## src/hdl/assert_macros.svh

```systemverilog
// Assertion macros shared by the RTL; clk and rst_n are taken from the calling scope.
`ifndef ASSERT_MACROS_SVH
`define ASSERT_MACROS_SVH

// Same-cycle implication.
`define ASSERT_IMPL(lbl, ante, cons) \
  lbl: assert property (@(posedge clk) disable iff (!rst_n) (ante) |-> (cons)) \
    else $error("hsv_to_rgb: implication check failed");

// Implication that checks a fixed number of cycles later.
`define ASSERT_DELAY(lbl, ante, dly, cons) \
  lbl: assert property (@(posedge clk) disable iff (!rst_n) (ante) |-> ##dly (cons)) \
    else $error("hsv_to_rgb: delayed check failed");

`endif

```

## src/hdl/h2r_pkg.sv

```systemverilog
// Types and constants for the HSV to RGB converter.
`timescale 1ns / 1ps

package h2r_pkg;

  typedef struct packed {
    logic [8:0] hue;
    logic [7:0] saturation;
    logic [7:0] brightness;
    logic [7:0] alpha_in;
  } hsv_in_t;

  typedef struct packed {
    logic [7:0] red;
    logic [7:0] green;
    logic [7:0] blue;
    logic [7:0] alpha_out;
  } rgb_out_t;

  typedef enum logic [2:0] {
    SEC_RED_YELLOW   = 3'd0,
    SEC_YELLOW_GREEN = 3'd1,
    SEC_GREEN_CYAN   = 3'd2,
    SEC_CYAN_BLUE    = 3'd3,
    SEC_BLUE_MAGENTA = 3'd4,
    SEC_MAGENTA_RED  = 3'd5
  } sector_t;

  localparam logic [8:0]  HUE_CIRCLE = 9'd360;
  localparam logic [5:0]  SECTOR_DEG = 6'd60;
  localparam logic [7:0]  FULL_SCALE = 8'd255;
  localparam logic [13:0] FRAC_SCALE = 14'd15300;

  // x/255 for 16-bit x: (x*257) >> 16, low by at most one
  localparam logic [8:0]  RECIP_FULL = 9'd257;
  localparam int          RECIP_FULL_SHIFT = 16;

  // y/15300 for 22-bit y: (y*RECIP_FRAC) >> 36, low by at most one
  localparam int          RECIP_SHIFT = 36;
  localparam logic [22:0] RECIP_FRAC =
    23'((64'd1 << RECIP_SHIFT) / 64'(FRAC_SCALE));

endpackage

```

## src/hdl/hsv_to_rgb_converter.sv

```systemverilog
// HSV to RGB colour converter: five-stage pipeline, one pixel per clock.
`timescale 1ns / 1ps
`include "assert_macros.svh"

// Usage
//   Input: drive in_data (hue 0..360 degrees, saturation, brightness, alpha)
//   and raise start. A transaction is taken at each rising edge with start
//   high and busy low. busy is held low: the pipeline never stalls, so a new
//   pixel may be issued every cycle.
//   Output: out_valid is high for exactly one cycle with out_data holding red,
//   green, blue and the copied alpha. The receiver cannot hold results off and
//   must take each one in that cycle.
//   Pipeline: a pixel taken at a rising edge passes through five register
//   stages before it appears on out_data. Throughput: one pixel per cycle, as every
//   stage advances on each clock and busy never rises.
//   Stages: hue wrap and sector split; s*rem products; v-scaled products and
//   p estimate; q/t reciprocal estimate and p correction; q/t correction and
//   channel permutation.
//   Reset: synchronous, active low; clears all stage valid bits, so pixels in
//   flight are dropped and no result follows until new transactions arrive.

module hsv_to_rgb_converter import h2r_pkg::*; (
  input  logic     clk,
  input  logic     rst_n,
  input  logic     start,
  output logic     busy,
  input  hsv_in_t  in_data,
  output logic     out_valid,
  output rgb_out_t out_data
);

  // ---------------- stage 1: hue wrap, sector and remainder ----------------
  logic [8:0] hue_wrap;
  sector_t    s1_sec_nxt;
  logic [8:0] sec_base;
  logic [5:0] s1_rem_nxt;

  logic       s1_valid_r;
  sector_t    s1_sec_r;
  logic [5:0] s1_rem_r;
  logic [7:0] s1_sat_r;
  logic [7:0] s1_val_r;
  logic [7:0] s1_alpha_r;

  always_comb begin
    hue_wrap = (in_data.hue >= HUE_CIRCLE) ? in_data.hue - HUE_CIRCLE : in_data.hue;
  end

  always_comb begin
    if (hue_wrap >= 9'(5 * SECTOR_DEG)) begin
      s1_sec_nxt = SEC_MAGENTA_RED;
      sec_base   = 9'(5 * SECTOR_DEG);
    end else if (hue_wrap >= 9'(4 * SECTOR_DEG)) begin
      s1_sec_nxt = SEC_BLUE_MAGENTA;
      sec_base   = 9'(4 * SECTOR_DEG);
    end else if (hue_wrap >= 9'(3 * SECTOR_DEG)) begin
      s1_sec_nxt = SEC_CYAN_BLUE;
      sec_base   = 9'(3 * SECTOR_DEG);
    end else if (hue_wrap >= 9'(2 * SECTOR_DEG)) begin
      s1_sec_nxt = SEC_GREEN_CYAN;
      sec_base   = 9'(2 * SECTOR_DEG);
    end else if (hue_wrap >= 9'(SECTOR_DEG)) begin
      s1_sec_nxt = SEC_YELLOW_GREEN;
      sec_base   = 9'(SECTOR_DEG);
    end else begin
      s1_sec_nxt = SEC_RED_YELLOW;
      sec_base   = 9'd0;
    end
    s1_rem_nxt = 6'(hue_wrap - sec_base);
  end

  always_ff @(posedge clk) begin
    s1_sec_r   <= s1_sec_nxt;
    s1_rem_r   <= s1_rem_nxt;
    s1_sat_r   <= in_data.saturation;
    s1_val_r   <= in_data.brightness;
    s1_alpha_r <= in_data.alpha_in;
  end

  // ---------------- stage 2: saturation products ----------------
  logic [13:0] s2_sr_nxt;
  logic [13:0] s2_st_nxt;
  logic [15:0] s2_xp_nxt;

  logic        s2_valid_r;
  sector_t     s2_sec_r;
  logic [7:0]  s2_val_r;
  logic [7:0]  s2_alpha_r;
  logic [13:0] s2_sr_r;
  logic [13:0] s2_st_r;
  logic [15:0] s2_xp_r;

  always_comb begin
    s2_sr_nxt = 14'(s1_sat_r) * 14'(s1_rem_r);
    s2_st_nxt = 14'(s1_sat_r) * 14'(SECTOR_DEG - s1_rem_r);
    s2_xp_nxt = 16'(s1_val_r) * 16'(FULL_SCALE - s1_sat_r);
  end

  always_ff @(posedge clk) begin
    s2_sec_r   <= s1_sec_r;
    s2_val_r   <= s1_val_r;
    s2_alpha_r <= s1_alpha_r;
    s2_sr_r    <= s2_sr_nxt;
    s2_st_r    <= s2_st_nxt;
    s2_xp_r    <= s2_xp_nxt;
  end

  // ---------------- stage 3: brightness products, p estimate ----------------
  logic [21:0] s3_yq_nxt;
  logic [21:0] s3_yt_nxt;
  logic [24:0] p_scaled;

  logic        s3_valid_r;
  sector_t     s3_sec_r;
  logic [7:0]  s3_val_r;
  logic [7:0]  s3_alpha_r;
  logic [21:0] s3_yq_r;
  logic [21:0] s3_yt_r;
  logic [15:0] s3_xp_r;
  logic [7:0]  s3_estp_r;

  always_comb begin
    s3_yq_nxt = 22'(s2_val_r) * 22'(FRAC_SCALE - s2_sr_r);
    s3_yt_nxt = 22'(s2_val_r) * 22'(FRAC_SCALE - s2_st_r);
    p_scaled  = 25'(s2_xp_r) * 25'(RECIP_FULL);
  end

  always_ff @(posedge clk) begin
    s3_sec_r   <= s2_sec_r;
    s3_val_r   <= s2_val_r;
    s3_alpha_r <= s2_alpha_r;
    s3_yq_r    <= s3_yq_nxt;
    s3_yt_r    <= s3_yt_nxt;
    s3_xp_r    <= s2_xp_r;
    s3_estp_r  <= p_scaled[RECIP_FULL_SHIFT +: 8];
  end

  // ---------------- stage 4: q/t estimates, p correction ----------------
  logic [44:0] q_scaled;
  logic [44:0] t_scaled;
  logic [15:0] p_resid;
  logic [7:0]  s4_p_nxt;

  logic        s4_valid_r;
  sector_t     s4_sec_r;
  logic [7:0]  s4_val_r;
  logic [7:0]  s4_alpha_r;
  logic [21:0] s4_yq_r;
  logic [21:0] s4_yt_r;
  logic [7:0]  s4_estq_r;
  logic [7:0]  s4_estt_r;
  logic [7:0]  s4_p_r;

  always_comb begin
    q_scaled = 45'(s3_yq_r) * 45'(RECIP_FRAC);
    t_scaled = 45'(s3_yt_r) * 45'(RECIP_FRAC);
    p_resid  = s3_xp_r - 16'(s3_estp_r) * 16'(FULL_SCALE);
    s4_p_nxt = (p_resid >= 16'(FULL_SCALE)) ? s3_estp_r + 8'd1 : s3_estp_r;
  end

  always_ff @(posedge clk) begin
    s4_sec_r   <= s3_sec_r;
    s4_val_r   <= s3_val_r;
    s4_alpha_r <= s3_alpha_r;
    s4_yq_r    <= s3_yq_r;
    s4_yt_r    <= s3_yt_r;
    s4_estq_r  <= q_scaled[RECIP_SHIFT +: 8];
    s4_estt_r  <= t_scaled[RECIP_SHIFT +: 8];
    s4_p_r     <= s4_p_nxt;
  end

  // ---------------- stage 5: q/t correction, permutation ----------------
  // zero saturation needs no special path: p, q and t all equal v then
  logic [21:0] q_resid;
  logic [21:0] t_resid;
  logic [7:0]  q_val;
  logic [7:0]  t_val;
  rgb_out_t    out_data_nxt;

  logic        out_valid_r;
  rgb_out_t    out_data_r;

  always_comb begin
    q_resid = s4_yq_r - 22'(s4_estq_r) * 22'(FRAC_SCALE);
    t_resid = s4_yt_r - 22'(s4_estt_r) * 22'(FRAC_SCALE);
    q_val   = (q_resid >= 22'(FRAC_SCALE)) ? s4_estq_r + 8'd1 : s4_estq_r;
    t_val   = (t_resid >= 22'(FRAC_SCALE)) ? s4_estt_r + 8'd1 : s4_estt_r;
  end

  always_comb begin
    out_data_nxt.alpha_out = s4_alpha_r;
    case (s4_sec_r)
      SEC_RED_YELLOW: begin
        out_data_nxt.red   = s4_val_r;
        out_data_nxt.green = t_val;
        out_data_nxt.blue  = s4_p_r;
      end
      SEC_YELLOW_GREEN: begin
        out_data_nxt.red   = q_val;
        out_data_nxt.green = s4_val_r;
        out_data_nxt.blue  = s4_p_r;
      end
      SEC_GREEN_CYAN: begin
        out_data_nxt.red   = s4_p_r;
        out_data_nxt.green = s4_val_r;
        out_data_nxt.blue  = t_val;
      end
      SEC_CYAN_BLUE: begin
        out_data_nxt.red   = s4_p_r;
        out_data_nxt.green = q_val;
        out_data_nxt.blue  = s4_val_r;
      end
      SEC_BLUE_MAGENTA: begin
        out_data_nxt.red   = t_val;
        out_data_nxt.green = s4_p_r;
        out_data_nxt.blue  = s4_val_r;
      end
      default: begin
        out_data_nxt.red   = s4_val_r;
        out_data_nxt.green = s4_p_r;
        out_data_nxt.blue  = q_val;
      end
    endcase
  end

  always_ff @(posedge clk) begin
    out_data_r <= out_data_nxt;
  end

  // ---------------- valid chain ----------------
  always_ff @(posedge clk) begin
    if (!rst_n) begin
      s1_valid_r  <= 1'b0;
      s2_valid_r  <= 1'b0;
      s3_valid_r  <= 1'b0;
      s4_valid_r  <= 1'b0;
      out_valid_r <= 1'b0;
    end else begin
      s1_valid_r  <= start && !busy;
      s2_valid_r  <= s1_valid_r;
      s3_valid_r  <= s2_valid_r;
      s4_valid_r  <= s3_valid_r;
      out_valid_r <= s4_valid_r;
    end
  end

  assign busy      = 1'b0;
  assign out_valid = out_valid_r;
  assign out_data  = out_data_r;

  // ---------------- assertions ----------------
  `ASSERT_DELAY(a_grey_passes, start && !busy && in_data.saturation == 8'd0, 5,
                out_valid && out_data.red == $past(in_data.brightness, 5) &&
                out_data.green == out_data.red && out_data.blue == out_data.red)
  `ASSERT_IMPL(a_alpha_follows, out_valid,
               $past(start, 5) && out_data.alpha_out == $past(in_data.alpha_in, 5))
  `ASSERT_IMPL(a_peak_is_value, out_valid,
               out_data.red == $past(in_data.brightness, 5) ||
               out_data.green == $past(in_data.brightness, 5) ||
               out_data.blue == $past(in_data.brightness, 5))

endmodule

```

## config.mk

```make
export PLATFORM = sky130hd
export DESIGN_NAME = hsv_to_rgb_converter
export DESIGN_NICKNAME = d
export VERILOG_FILES = /design/src/hdl/h2r_pkg.sv /design/src/hdl/hsv_to_rgb_converter.sv
export VERILOG_INCLUDE_DIRS = /design/src /design/src/hdl
export SDC_FILE = /design/constraint.sdc
export NUM_CORES = 2
export LEC_CHECK = 0
export BUFFER_PORTS_ARGS = -buffer_cell sky130_fd_sc_hd__clkbuf_2
export CAP_MARGIN = 30
export CORE_UTILIZATION = 50
export CTS_CLUSTER_DIAMETER = 40
export DETAILED_ROUTE_END_ITERATION = 16
export HOLD_SLACK_MARGIN = 0.15
export PLACE_DENSITY = 0.71
export SLEW_MARGIN = 20
export SYNTH_ARGS = -nofsm -noshare
export SYNTH_HDL_FRONTEND = slang
export SYNTH_SLANG_ARGS = --single-unit
```

## constraint.sdc

```tcl
create_clock -name clk -period 6.2 [get_ports clk]
set_clock_uncertainty 0.05 [all_clocks]
set_input_delay 0.62 -clock clk [delete_from_list [all_inputs] [get_ports clk]]
set_output_delay 0.62 -clock clk [all_outputs]
set_load 0.03 [all_outputs]
```

==> impl_metrics.ini <==
[placed_design]
io_buffers = 68
dp_hpwl_um = 78700
gp_congestion = 0.922
pre_cts_slack_ns = -0.568

[synth]
yosysWarnings = 0
synth_seq_cells = 301
yosys_most_used_dff = dfxtp_1
synth_top_area_share_pct = 27.9
synth_fp_nets = 5906
synth-async-reset-ratio_pct = 0
synth_top_area_cell = fa_1
yosys.area_share.simple_pct = 10.5
yosys-top-cells-area = fa_1, ha_1, dfxtp_1
syn_area_per_cell_um2 = 9.52
yosysUniqueCellTypes = 96
synth_top_family_by_area = adder cells
synthMuxAreaShare_pct = 0.439
synth_cells = 4458
ys_seq_area_share_pct = 14.2
synth-edff-count = 0
synth_area_um2 = 42400
synth_fa_ha_area_share_pct = 52.1
synth_xor_area_share_pct = 4.04
synth_compound_area_share_pct = 8.62

[timing]
timing.slew.headroom_pct = 45.2
hold_ws_ns = 0.210
worst_slack_ns = -0.273
finalSetupTns_ns = -3.91
fmax_mhz = 154
slew_viol_final = 0
period_share_pct = 104
period_needed_ns = 6.47
hold_viol_final = 0
setup_viol = 24
rsz0062_at_grt = yes
worst_pin_slew_ns = 0.820

[route]
vias = 30391
drtPass1Iterations = 8
wire_per_inst_um = 15.6
drc = 0
wirelength_um = 93800
drt_iter0_drc = 1533
via_per_inst = 5.07
drtAntennaViolNets = 0

[critical_path]
endpoint_kind = flip-flop
slowest_delay_ns = 0.62
arrival_ns = 6.88
crit_top_cell = fa_1
crit_chain = fa_2 > inv_2 > fa_1 > inv_1 > fa_1 > fa_1 > ha_4 > buf_6 > nand2_2 > or4_4 > and3_4 > xor2_2 > ha_1 > a21o_1 > a21oi_2 > a31o_2 > mux2_4 > a311oi_4 > o2111a_2 > a211oi_2 > xnor2_2 > o21ai_1 > o32a_1
critPathMaxFanout = 6
criticalPathCategory = reg -> reg
cpMaxStageDelayCell = fa_2
critPathLaunch = s4_estt_r[7]
cp_data_required_time_ns = 6.61
cp-start-kind = flip-flop
reg2reg_from = s4_estt_r[7]

[flow_run]
cap_viol_max_count = 0

[clock_network]
max-clock-path-buffers = 3
cts_tree = built
cts_buffers = 46
cts_sinks = 301
path_clk_slew_ns = 0.06
cts-root-buf = clkbuf_16
cts.htree.levels = 2
clkLatencyLatePin_ns = 0.57

[worst_hold_path]
holdCritPathClass = in -> reg
worst_hold_startpoint = start

[cells_and_area]
final_cell_mix = inv_1, ha_1, fa_1, dfxtp_1, buf_4
fillers = 7198
syn2layout_area_growth_pct = 15.0
n_antenna_cell = 0
drive_above_1_share_pct = 13.0
nets = 6276
final_common_cell = inv_1

[floorplanning]
row_count = 106
core_um2 = 83800
initial_core_util_pct = 50.6
die-area_um2 = 86100
io_pins = 70
fp.dieH_um = 293
die_w_um = 293

[status]
outcome = finished with violations
violations = negative setup slack

[grt]
track_usage_pct = 22.4
antenna_found_initial = 1
grt_pass1_vias = 32133
grt.overflow.total = 0
grt_max_degree = 34
grt_pass1_wl_um = 157000
## final timing paths
kind                                      end  slack (ns)  cells after the start
worst max-delay path             out_data[23]       -0.27                     23
worst min-delay path               s1_valid_r        0.21                      2
worst max register to register   out_data[23]       -0.27                     23
worst min register to register  s4_alpha_r[1]        0.26                      0
## critical path: cells and delay by family, from the launching register on
family          cells  cell delay, ns
compound gates      8            1.76
buf+inv             3            0.20
xor+xnor            2            0.38
fa+ha+maj           6            2.66
mux                 1            0.28
simple gates        3            0.69
flops               1            0.33
## layout make-up
| type | count | area, um^2 | share of cell area, % |
|---|---|---|---|
| Clock inverter | 35 | 354 | 0.725 |
| Clock buffer | 50 | 1210 | 2.47 |
| Inverter | 1070 | 4020 | 8.23 |
| Tap cell | 1134 | 1420 | 2.91 |
| Multi-Input combinational cell | 3018 | 32900 | 67.3 |
| Sequential cell | 301 | 6050 | 12.4 |
| Timing Repair Buffer | 391 | 2910 | 5.96 |
## registers in the layout, indices dropped and copies added, names as in the netlist, 13 cells and up
| signal | flops |
|---|---|
| s2_st_r | 14 |
| s2_sr_r | 13 |
| s3_xp_r | 16 |
| s4_yt_r | 20 |
| s2_xp_r | 16 |
| out_data | 32 |
| s3_yt_r | 22 |
| s3_yq_r | 21 |
| s4_yq_r | 20 |
## logic make-up after synthesis
kind of cell	after synthesis
fa+ha+maj	1413
compound gates	539
flops	301
xor+xnor	194
buf+inv	1139
simple gates	853
mux	18
other cells	1
## cells in the mapped netlist, drive strengths merged (6+ instances only)
cell type and number:
nand3b 7, o21a 28, xnor2 132, nor3 32, nor2b 71, nor4 8, o21ai 110, nor3b 6
a211oi 22, nand3 39, a21boi 13, o2111ai 14, nand4 14, a21o 66, o21bai 18, clkbuf 62
dfxtp 301, o211ai 21, a31oi 13, buf 7, o22ai 11, and3 19, inv 1070, o31ai 10
ha 821, nand2b 55, or3 12, or2 12, nand2 224, fa 591, xor2 62, nor2 132
and2 202, mux2i 13, a21oi 137, o311ai 7
## per-stage QoR
step / instances / utilization (%) / instance area, um^2
4_1_cts: 5984 / 57.6 / 48300
3_3_place_gp: 5860 / 54.9 / 46000
6_report: 5999 / 58.3 / 48800
5_1_grt: 5999 / 58.3 / 48800
2_1_floorplan: 4458 / - / 42500
3_5_place_dp: 5860 / 54.9 / 46000
## layer usage
| layer | share of wire (%) | vias to the layer above | global-route usage (%) |
|---|---|---|---|
| met1 | 45 | 14753 | 30.3 |
| met5 | 0.012 | - | 0 |
| met2 | 48 | 606 | 38.2 |
| met4 | 1.8 | 2 | 4.67 |
| met3 | 5.5 | 121 | 3.03 |
| li1 | - | 14909 | - |
## timing repair
| action | 4_1_cts | 5_1_grt |
|---|---|---|
| hold endpoints to repair | 26 | 0 |
| setup buffers | 15 | 17 |
| hold buffers | 26 | 0 |
| pin swaps | 71 | 77 |
| setup endpoints to repair | 29 | 40 |
| gates resized for setup | 78 | 111 |
Power is not shown: default switching activity piles up to over one toggle a cycle in this logic, so the estimate is an artifact.
